==> src/rtl/sepq_pkg.sv <==
// shared constants and types for the sorted event priority queue
package sepq_pkg;

  localparam int QUEUE_DEPTH = 16;
  localparam int TIME_BITS   = 32;
  localparam int KIND_BITS   = 4;
  localparam int TAG_BITS    = 16;
  localparam int COUNT_W     = $clog2(QUEUE_DEPTH + 1);

  localparam int IN_DATA_W  = 56;  // time, kind, tag padded to bytes
  localparam int OUT_DATA_W = 64;  // time, kind, tag, count padded to bytes
  localparam int OUT_USER_W = 2;

  typedef enum logic [1:0] {
    ACT_PUSH  = 2'd0,
    ACT_POP   = 2'd1,
    ACT_QUERY = 2'd2
  } action_e;

  typedef enum logic {
    ST_IDLE = 1'b0,
    ST_EXEC = 1'b1
  } state_e;

  typedef struct packed {
    logic [TIME_BITS-1:0] time_val;
    logic [KIND_BITS-1:0] kind;
    logic [TAG_BITS-1:0]  tag;
  } entry_t;

  typedef struct packed {
    logic load;  // capture the incoming transfer
    logic exec;  // apply the item to the queue and load the result
  } cmd_t;

  typedef struct packed {
    logic out_stall;  // result register still holds an untaken result
  } sts_t;

endpackage

==> src/rtl/sorted_event_priority_queue.sv <==
// top level of the sorted event priority queue
//
// one input stream carries commands: tuser selects push, pop or query and tdata
// holds the event time, kind and tag of a push. every accepted command yields
// exactly one result transfer with the head entry, the entry count, an empty
// flag and a refused flag (push on a full queue or pop on an empty one).
// entries are held in a row of slot registers kept in time order; a push
// compares the new time against every slot at once and shifts the later ones
// back, a pop shifts all slots forward by one.
// an item is captured into the input register at its transfer edge; a later edge
// applies it to the slots and loads the result register once that register is
// free, and no new command is taken until the captured item has been applied.
// the command after that is still taken while a result waits; it is held in
// place and not applied until the receiver takes the older result.
// reset empties the queue and drops any pending result; slot contents are not
// cleared since only slots below the fill count are ever read.
module sorted_event_priority_queue (
  input  logic                                clk_i,
  input  logic                                rst_ni,
  input  logic                                s_axis_tvalid_i,
  output logic                                s_axis_tready_o,
  // [55:0]: event_time [31:0], event_kind [35:32], event_tag [51:36], zero pad
  input  logic [sepq_pkg::IN_DATA_W-1:0]      s_axis_tdata_i,
  // [1:0]: action
  input  logic [1:0]                          s_axis_tuser_i,
  output logic                                m_axis_tvalid_o,
  input  logic                                m_axis_tready_i,
  // [63:0]: head_time [31:0], head_kind [35:32], head_tag [51:36],
  //         entry_count [56:52], zero pad
  output logic [sepq_pkg::OUT_DATA_W-1:0]     m_axis_tdata_o,
  // [1:0]: queue_empty [0], refused [1]
  output logic [sepq_pkg::OUT_USER_W-1:0]     m_axis_tuser_o
);

  sepq_pkg::cmd_t cmd;
  sepq_pkg::sts_t sts;

  sepq_ctrl u_ctrl (
    .clk_i           (clk_i),
    .rst_ni          (rst_ni),
    .s_axis_tvalid_i (s_axis_tvalid_i),
    .s_axis_tready_o (s_axis_tready_o),
    .sts_i           (sts),
    .cmd_o           (cmd)
  );

  sepq_datapath u_datapath (
    .clk_i           (clk_i),
    .rst_ni          (rst_ni),
    .cmd_i           (cmd),
    .sts_o           (sts),
    .s_axis_tuser_i  (s_axis_tuser_i),
    .s_axis_tdata_i  (s_axis_tdata_i),
    .m_axis_tvalid_o (m_axis_tvalid_o),
    .m_axis_tready_i (m_axis_tready_i),
    .m_axis_tdata_o  (m_axis_tdata_o),
    .m_axis_tuser_o  (m_axis_tuser_o)
  );

endmodule

==> src/rtl/sepq_ctrl.sv <==
// controller state machine for the sorted event priority queue
module sepq_ctrl (
  input  logic            clk_i,
  input  logic            rst_ni,
  input  logic            s_axis_tvalid_i,
  output logic            s_axis_tready_o,
  input  sepq_pkg::sts_t  sts_i,
  output sepq_pkg::cmd_t  cmd_o
);

  sepq_pkg::state_e state_q, state_d;

  always_ff @(posedge clk_i or negedge rst_ni) begin
    if (!rst_ni) begin
      state_q <= sepq_pkg::ST_IDLE;
    end else begin
      state_q <= state_d;
    end
  end

  always_comb begin
    state_d = state_q;
    case (state_q)
      sepq_pkg::ST_IDLE: begin
        if (s_axis_tvalid_i) begin
          state_d = sepq_pkg::ST_EXEC;
        end
      end
      sepq_pkg::ST_EXEC: begin
        if (!sts_i.out_stall) begin
          state_d = sepq_pkg::ST_IDLE;
        end
      end
      default: state_d = sepq_pkg::ST_IDLE;
    endcase
  end

  always_comb begin
    s_axis_tready_o = 1'b0;
    cmd_o           = '0;
    case (state_q)
      sepq_pkg::ST_IDLE: begin
        s_axis_tready_o = 1'b1;
        cmd_o.load      = s_axis_tvalid_i;
      end
      sepq_pkg::ST_EXEC: begin
        cmd_o.exec = !sts_i.out_stall;
      end
      default: begin
        s_axis_tready_o = 1'b0;
      end
    endcase
  end

  a_exec_only_after_load: assert property (@(posedge clk_i) disable iff (!rst_ni)
    cmd_o.exec |-> $past(cmd_o.load) || $past(state_q == sepq_pkg::ST_EXEC))
    else $error("exec without a captured item");

  a_no_exec_on_stall: assert property (@(posedge clk_i) disable iff (!rst_ni)
    sts_i.out_stall |-> !cmd_o.exec)
    else $error("exec issued while result register is occupied");

  a_load_returns_exec: assert property (@(posedge clk_i) disable iff (!rst_ni)
    cmd_o.load |=> state_q == sepq_pkg::ST_EXEC)
    else $error("captured item not executed");

endmodule

==> src/rtl/sepq_datapath.sv <==
// slot array, insertion compare and result register of the event queue
module sepq_datapath (
  input  logic                                clk_i,
  input  logic                                rst_ni,
  input  sepq_pkg::cmd_t                      cmd_i,
  output sepq_pkg::sts_t                      sts_o,
  input  logic [1:0]                          s_axis_tuser_i,
  input  logic [sepq_pkg::IN_DATA_W-1:0]      s_axis_tdata_i,
  output logic                                m_axis_tvalid_o,
  input  logic                                m_axis_tready_i,
  output logic [sepq_pkg::OUT_DATA_W-1:0]     m_axis_tdata_o,
  output logic [sepq_pkg::OUT_USER_W-1:0]     m_axis_tuser_o
);

  localparam int EntryW = $bits(sepq_pkg::entry_t);
  localparam int PadW   = sepq_pkg::OUT_DATA_W - sepq_pkg::TIME_BITS - sepq_pkg::KIND_BITS
                          - sepq_pkg::TAG_BITS - sepq_pkg::COUNT_W;

  logic [1:0]                       act_q;
  sepq_pkg::entry_t                 new_q;
  sepq_pkg::entry_t                 slots_q [sepq_pkg::QUEUE_DEPTH];
  sepq_pkg::entry_t                 slots_d [sepq_pkg::QUEUE_DEPTH];
  logic [sepq_pkg::COUNT_W-1:0]     fill_q, fill_d;
  logic [sepq_pkg::QUEUE_DEPTH-1:0] stay;
  logic                             full, empty, do_push, do_pop, refused;
  logic                             out_valid_q, out_valid_d;
  sepq_pkg::entry_t                 out_head_q;
  logic [sepq_pkg::COUNT_W-1:0]     out_count_q;
  logic                             out_empty_q, out_refused_q;

  // capture the incoming item
  always_ff @(posedge clk_i) begin
    if (cmd_i.load) begin
      act_q          <= s_axis_tuser_i;
      new_q.time_val <= s_axis_tdata_i[sepq_pkg::TIME_BITS-1:0];
      new_q.kind     <= s_axis_tdata_i[sepq_pkg::TIME_BITS +: sepq_pkg::KIND_BITS];
      new_q.tag      <= s_axis_tdata_i[sepq_pkg::TIME_BITS + sepq_pkg::KIND_BITS +:
                                       sepq_pkg::TAG_BITS];
    end
  end

  assign full    = fill_q == sepq_pkg::COUNT_W'(sepq_pkg::QUEUE_DEPTH);
  assign empty   = fill_q == '0;
  assign do_push = (act_q == sepq_pkg::ACT_PUSH) && !full;
  assign do_pop  = (act_q == sepq_pkg::ACT_POP) && !empty;
  assign refused = ((act_q == sepq_pkg::ACT_PUSH) && full) ||
                   ((act_q == sepq_pkg::ACT_POP) && empty);

  // per-slot compare: a held entry stays in place when it sorts ahead of the new one;
  // an equal time keeps the head ahead but lets the new entry pass the others
  always_comb begin
    for (int i = 0; i < sepq_pkg::QUEUE_DEPTH; i++) begin
      if (i == 0) begin
        stay[i] = (sepq_pkg::COUNT_W'(i) < fill_q) &&
                  (slots_q[i].time_val <= new_q.time_val);
      end else begin
        stay[i] = (sepq_pkg::COUNT_W'(i) < fill_q) &&
                  (slots_q[i].time_val < new_q.time_val);
      end
    end
  end

  always_comb begin
    slots_d[0] = slots_q[0];
    if (do_push && !stay[0]) begin
      slots_d[0] = new_q;
    end else if (do_pop) begin
      slots_d[0] = slots_q[1];
    end
    for (int i = 1; i < sepq_pkg::QUEUE_DEPTH; i++) begin
      slots_d[i] = slots_q[i];
      if (do_push && !stay[i]) begin
        slots_d[i] = stay[i-1] ? new_q : slots_q[i-1];
      end else if (do_pop && (i < sepq_pkg::QUEUE_DEPTH - 1)) begin
        slots_d[i] = slots_q[(i + 1) % sepq_pkg::QUEUE_DEPTH];
      end
    end
  end

  always_comb begin
    fill_d = fill_q;
    if (do_push) begin
      fill_d = fill_q + sepq_pkg::COUNT_W'(1);
    end else if (do_pop) begin
      fill_d = fill_q - sepq_pkg::COUNT_W'(1);
    end
  end

  always_ff @(posedge clk_i) begin
    if (cmd_i.exec) begin
      for (int i = 0; i < sepq_pkg::QUEUE_DEPTH; i++) begin
        slots_q[i] <= slots_d[i];
      end
      out_head_q    <= (fill_d == '0) ? EntryW'(0) : slots_d[0];
      out_count_q   <= fill_d;
      out_empty_q   <= fill_d == '0;
      out_refused_q <= refused;
    end
  end

  always_comb begin
    out_valid_d = out_valid_q;
    if (cmd_i.exec) begin
      out_valid_d = 1'b1;
    end else if (m_axis_tready_i) begin
      out_valid_d = 1'b0;
    end
  end

  always_ff @(posedge clk_i or negedge rst_ni) begin
    if (!rst_ni) begin
      fill_q      <= '0;
      out_valid_q <= 1'b0;
    end else begin
      out_valid_q <= out_valid_d;
      if (cmd_i.exec) begin
        fill_q <= fill_d;
      end
    end
  end

  assign sts_o.out_stall = out_valid_q && !m_axis_tready_i;
  assign m_axis_tvalid_o = out_valid_q;
  assign m_axis_tdata_o  = {PadW'(0), out_count_q, out_head_q.tag, out_head_q.kind,
                            out_head_q.time_val};
  assign m_axis_tuser_o  = {out_refused_q, out_empty_q};

  a_fill_bounded: assert property (@(posedge clk_i) disable iff (!rst_ni)
    fill_q <= sepq_pkg::COUNT_W'(sepq_pkg::QUEUE_DEPTH))
    else $error("fill count beyond queue depth");

  a_fill_step: assert property (@(posedge clk_i) disable iff (!rst_ni)
    cmd_i.exec |=> (fill_q == $past(fill_q)) ||
                   (fill_q == $past(fill_q) + sepq_pkg::COUNT_W'(1)) ||
                   (fill_q == $past(fill_q) - sepq_pkg::COUNT_W'(1)))
    else $error("fill count moved by more than one");

  a_head_sorted: assert property (@(posedge clk_i) disable iff (!rst_ni)
    (fill_q >= sepq_pkg::COUNT_W'(2)) |-> slots_q[0].time_val <= slots_q[1].time_val)
    else $error("head entry out of order");

  a_empty_matches_count: assert property (@(posedge clk_i) disable iff (!rst_ni)
    out_valid_q |-> (out_empty_q == (out_count_q == '0)))
    else $error("empty flag disagrees with entry count");

endmodule

==> config.mk <==
export PLATFORM = sky130hd
export DESIGN_NAME = sorted_event_priority_queue
export DESIGN_NICKNAME = d
export VERILOG_FILES = /design/src/rtl/sepq_pkg.sv /design/src/rtl/sorted_event_priority_queue.sv /design/src/rtl/sepq_ctrl.sv /design/src/rtl/sepq_datapath.sv
export SDC_FILE = /design/constraint.sdc
export NUM_CORES = 2
export LEC_CHECK = 0
export ABC_AREA = 0
export CAP_MARGIN = 30
export CORE_MARGIN = 2
export CORE_UTILIZATION = 60
export CTS_BUF_LIST = sky130_fd_sc_hd__clkbuf_2 sky130_fd_sc_hd__clkbuf_4 sky130_fd_sc_hd__clkbuf_8
export DETAILED_ROUTE_END_ITERATION = 10
export DONT_BUFFER_PORTS = 1
export PLACE_DENSITY = 0.83
export SETUP_SLACK_MARGIN = 0.02
export SYNTH_ARGS = -nofsm -noshare
export SYNTH_HDL_FRONTEND = slang
export SYNTH_SLANG_ARGS = --single-unit
==> constraint.sdc <==
create_clock -name clk_i -period 9 [get_ports clk_i]
set_input_delay 0.45 -clock clk_i [delete_from_list [all_inputs] [get_ports clk_i]]
set_output_delay 0.45 -clock clk_i [all_outputs]
set_load 0.02 [all_outputs]
== After elaboration in Yosys (flattened, before gate mapping) ==
Memory sizes are Yosys's and may differ from the RTL's.
Cells that the tools add are included.
Cells by class
  add/subtract/negate cells: 2
  $lt $le $gt $ge: 32
  equality and inequality tests: 2
  mux-type cells: 58
  bitwise logic cells: 1
  reduce and logical (&&, ||, !) cells: 62
Operators with widths (number)
  52-bit two-way mux: 46
  32-bit less-than comparator: 15
  4-bit by 5-bit less-than comparator with 1-bit output (first input constant): 8
  1-bit logical AND: 37
  32-bit less-or-equal comparator: 1
  1-bit logical NOT: 20
  3-bit by 5-bit less-than comparator with 1-bit output (first input constant): 4
  5-bit logical NOT: 2
  1-bit by 5-bit less-than comparator with 1-bit output (first input constant): 2
  2-bit by 5-bit less-than comparator with 1-bit output (first input constant): 2
  5-bit two-way mux: 2
  1-bit two-way mux: 9
  5-bit by 1-bit adder with 5-bit output (second input constant): 1
  5-bit equality test (second input constant): 1
  5-bit by 1-bit subtractor with 5-bit output (second input constant): 1
  2-bit by 1-bit equality test with 1-bit output (second input constant): 1
  2-bit logical NOT: 1
  1-bit one-hot mux with 2 select lines: 1
  2-bit nonzero test: 1
  1-bit logical OR: 1
  1-bit inverter: 1
Word-level totals
  register bits after elaboration: 120
  RAM bits: 832
  logic and storage cells: 171
  memories kept: 1
Memories
  u_datapath.slots_q: words 16, bits a word 52, read ports 16, clocked after Yosys merged registers in 0, wr ports 16, line sepq_datapath.sv:21  | sepq_pkg::entry_t slots_q [sepq_pkg::QUEUE_DEPTH];

== Logic depth before layout (Yosys ltp) ==
  depth after elaboration: 6
  depth in mapped cells: 15
  mapped depth without buffers: 10

== Cells and area by module ==
From an unflattened synthesis, not the netlist that was laid out.
Second synthesis, totals
  cell total of the unflattened synthesis: 5097
  area, all modules: 57446.3 µm²
By module, submodules not included
  sepq_datapath: times used 1, cells an instance 5092, area an instance 57388.8 µm²
  sepq_ctrl: times used 1, cells an instance 5, area an instance 57.6 µm²

== Worst setup path after synthesis ==
OpenSTA, ideal clock, no wires.
  path type: register to register
  from: register u_datapath.new_q[45] (netlist name)
  to: memory u_datapath.slots_q[3][156] (netlist name), enable pin
  setup time: 0.542 ns
  arrival: 5.871 ns
  required time: 8.458 ns
  setup slack: 2.587 ns
  cell stages (with the launch flop): 11
  period minus slack after synthesis: 6.413 ns
  cells stage by stage: edfxtp_1 -> clkbuf_1 -> clkbuf_1 -> inv_1 -> ha_1 -> a21o_1 -> a21o_1 -> a21oi_1 -> o21ai_0 -> a31oi_1 -> o32ai_1
RTL lines (line)
  to (decl): sepq_datapath.sv:21

==> run metrics <==
status complete, but fails checks; violated checks design-rule violations; EDFF count, synth 945; Longest Clk Path Bufs 3; unrepaired setup endpoints after global routing false; CP top delay family compound AO/OA/AOI/OAI gates; fillers 6910; clock share of power 0.186; Final Hold Fails 0; sequential area share after synthesis 0.496; Lkg Pwr 25.2 nW; top post-synthesis cells by area edfxtp_1 (49%), mux2i_1 (13%), ha_1 (11%), a21oi_1 (4.6%), o21ai_0 (4.0%); number of distinct library cells after synthesis 71; DR WL/cell 25.1 µm; Sw Pwr 9.00 mW; crit path to u_datapath.slots_q[2][200]$_DFFE_PP_; nets@finish 5756; Clock transition at path regs 0.08 ns; net switching share of the total power 0.421; synthesis-to-layout area growth 9.43%; Global Route Usage Sum 0.328; I/O pin count 130; worst flop-to-flop path startpoint u_datapath.new_q[37]$_DFFE_PP_; Vias 44600; pre-CTS setup slack 2.92 ns; CTS buffer count 162; instance count on the critical path 12; Peak supply drop 0.332 mV; Mapped Area 0.0576 mm²; final period utilization 0.698; Pwr Density 339 mW/mm²; Slew HR 0.217; drt drc 2; Initial Util 0.606; Setup Skew 0.0592 ns; sequential cell area 0.0286 mm²; Peak Freq 159 MHz; Final WS setup 2.72 ns; Critical Path Max Stage Delay 0.84 ns; synth warn 0; crit path time final 6.28 ns; crit path from u_datapath.new_q[37]$_DFFE_PP_; Final HPWL DP 109000 µm; worst hold slack 0.167 ns; GPL Wtd Cong 0.965; setup TNS 0 ns; area of the multi-input gates 0.0275 mm²; P_int 12.4 mW; vias in the first global route 43600; CP Capture Type flip-flop; CP startpoint kind flip-flop; Crit path arrival time 6.78 ns; core box area 0.0950 mm²; CP required 9.49 ns; Synth Flop Type edfxtp_1; critical path class reg -> reg; CTS tree done; clk_lat worst skew 0.90 ns; Synth Register Bits 952; Clock Tree Root clkbuf_8; max-slew violations 0; hold crit path type in -> reg; share of Yosys cell area claimed by the top area cell type 0.493; PortBufs 0; FF-to-FF End u_datapath.slots_q[2][200]$_DFFE_PP_; Mapped Cells 5248; peak fanout along the critical path 50; row count 113; CP Cell Sequence inv_1 -> ha_1 -> a21oi_1 -> o21ai_0 -> o21ai_0 -> a31oi_1 -> o21ai_4 -> nor2_4 -> buf_4 -> nor2_1 -> nor2_4 -> buf_4; Post-CTS Setup Repair Bufs 0; Overflow after GRT 0; Synth area leader edfxtp_1; asr flop ratio synth 0.00735; H-tree lvl count 4; antenna viol nets, final 0; Critical-path top delay cell edfxtp_1; Final Power 21.4 mW; Post-Route WL 165000 µm; sequential share of power 0.374; Worst Tran Pin Value 1.14 ns; Starting DRT DRC Count 5954; Die X 314 µm; die area 0.0985 mm²; # clock sinks 952; first-pass GRT wire length 251000 µm; layout cells sized above 1 0.0922; final setup fails 0; CP Buf/Inv Count 3; worst r2r path cells 12; Avg Vias per Cell 6.77; R2R Setup Slk 2.72 ns; max-cap viol count 0; HP Start s_axis_tvalid_i; router iterations before antenna repair 11; Syn Area/Cell 11.0 µm²; antenna violations before repair 1; combinational share of power 0.440; die height 314 µm; largest net degree at the start of global routing 105
-- power by group through the flow --
stage	clock, mW	combinational [mW]	sequential (mW)
floorplan	0	6.53	7.61
global placement	0	8.42	8.00
detailed placement	0	9.02	8.01
CTS	3.99	9.11	7.94
global route	4.17	10.1	8.08
finish	3.97	9.41	7.99
-- area by class of cell --
cell class,count,area share
diodes,2,0.0000794
clock buffers,221,0.0429
clock inverters,76,0.00761
inverters,54,0.00330
multi-input cells,3844,0.437
flip-flops and latches,952,0.453
well taps,1265,0.0251
repair buffers,180,0.0309
-- metal layers --
| metal | share of wire | GRT usage | up-vias |
|---|---|---|---|
| met5 | 0 | 0 | - |
| met4 | 0.048 | 0.165 | 0 |
| met3 | 0.11 | 0.0716 | 379 |
| met2 | 0.43 | 0.486 | 2893 |
| met1 | 0.40 | 0.457 | 21700 |
| li1 | - | - | 19700 |
-- worst min-delay path by stage --
stage                                             end  slack (ns)  depth (start not counted)
3_5_place_dp                 u_ctrl.state_q$_DFF_PN0_        0.15                          0
5_1_grt                 u_datapath.act_q[0]$_DFFE_PP_        0.18                          2
4_1_cts                u_datapath.new_q[20]$_DFFE_PP_        0.14                          1
6_report                u_datapath.act_q[0]$_DFFE_PP_        0.17                          2
3_3_place_gp   u_datapath.m_axis_tvalid_o$_DFFE_PN0P_        0.15                          0
2_1_floorplan                u_ctrl.state_q$_DFF_PN0_        0.15                          0
-- synthesized netlist by cell type, drive strengths merged, types with 3 or more instances --
| cell type | n |
|---|---|
| a221o | 7 |
| a41oi | 6 |
| o41ai | 3 |
| a21o | 59 |
| ha | 500 |
| nor2b | 7 |
| o221ai | 5 |
| nand4 | 66 |
| nand3 | 37 |
| inv | 53 |
| nor2 | 447 |
| nor3b | 4 |
| o31ai | 3 |
| buf | 167 |
| a31oi | 9 |
| nor4 | 7 |
| o21ai | 492 |
| dfrtp | 7 |
| mux2i | 726 |
| a211o | 7 |
| nor3 | 17 |
| o21a | 12 |
| clkbuf | 237 |
| a311oi | 3 |
| or3 | 3 |
| and4 | 19 |
| xnor2 | 4 |
| o2111ai | 3 |
| o2bb2ai | 3 |
| mux2 | 54 |
| a2111oi | 8 |
| a22oi | 3 |
| o211ai | 10 |
| and2 | 6 |
| nand2b | 16 |
| a21boi | 4 |
| a221oi | 70 |
| or4 | 7 |
| a21oi | 526 |
| and3 | 56 |
| edfxtp | 945 |
| a211oi | 78 |
| nand2 | 530 |
-- state kept, by name, indices dropped and copies added (netlist names) --
| register | flops |
|---|---|
| u_datapath.out_empty_q | 1 |
| u_datapath.m_axis_tvalid_o | 1 |
| u_datapath.new_q | 52 |
| u_ctrl.state_q | 1 |
| u_datapath.fill_q | 5 |
| u_datapath.slots_q | 832 |
| u_datapath.act_q | 2 |
| u_datapath.out_refused_q | 1 |
| u_datapath.m_axis_tdata_o | 52 |
| u_datapath.out_count_q | 5 |
-- cells in the final DEF, fill, tap and decap left out, types with 70 or more instances in the layout --
cell        n
a221oi_1   70
clkbuf_8  167
mux2i_1   726
nand2_1   524
a21oi_1   514
a211oi_1   75
ha_1      500
nor2_1    432
edfxtp_1  945
o21ai_0   459
buf_4      89
-- through the flow --
stage | util | cells | instance area (µm²)
floorplan | - | 5254 | 57600
global placement | 0.616 | 6204 | 58500
detailed placement | 0.623 | 6233 | 59200
CTS | 0.662 | 6588 | 62900
global route | 0.663 | 6593 | 63000
finish | 0.663 | 6594 | 63000
-- cells by family (layout without fill, tap and decap cells) --
kind of cell	Yosys count	in the layout	synth area share
AO/OA/AOI/OAI	1325	1325	0.132
AND/OR/NAND/NOR	1226	1226	0.0913
flip-flops	952	952	0.496
multiplexers	780	780	0.137
adder cells (fa/ha/maj)	500	500	0.109
buffers and inverters	458	531	0.0349
XOR/XNOR	6	6	0.000913
other	1	9	0.0000651
-- timing repair --
action                    in CTS  in global routing
hold buffers                  58                  0
resized for setup              0                  0
hold endpoints to repair      63                  0
Note: power is estimated with default switching activity, not from simulation.
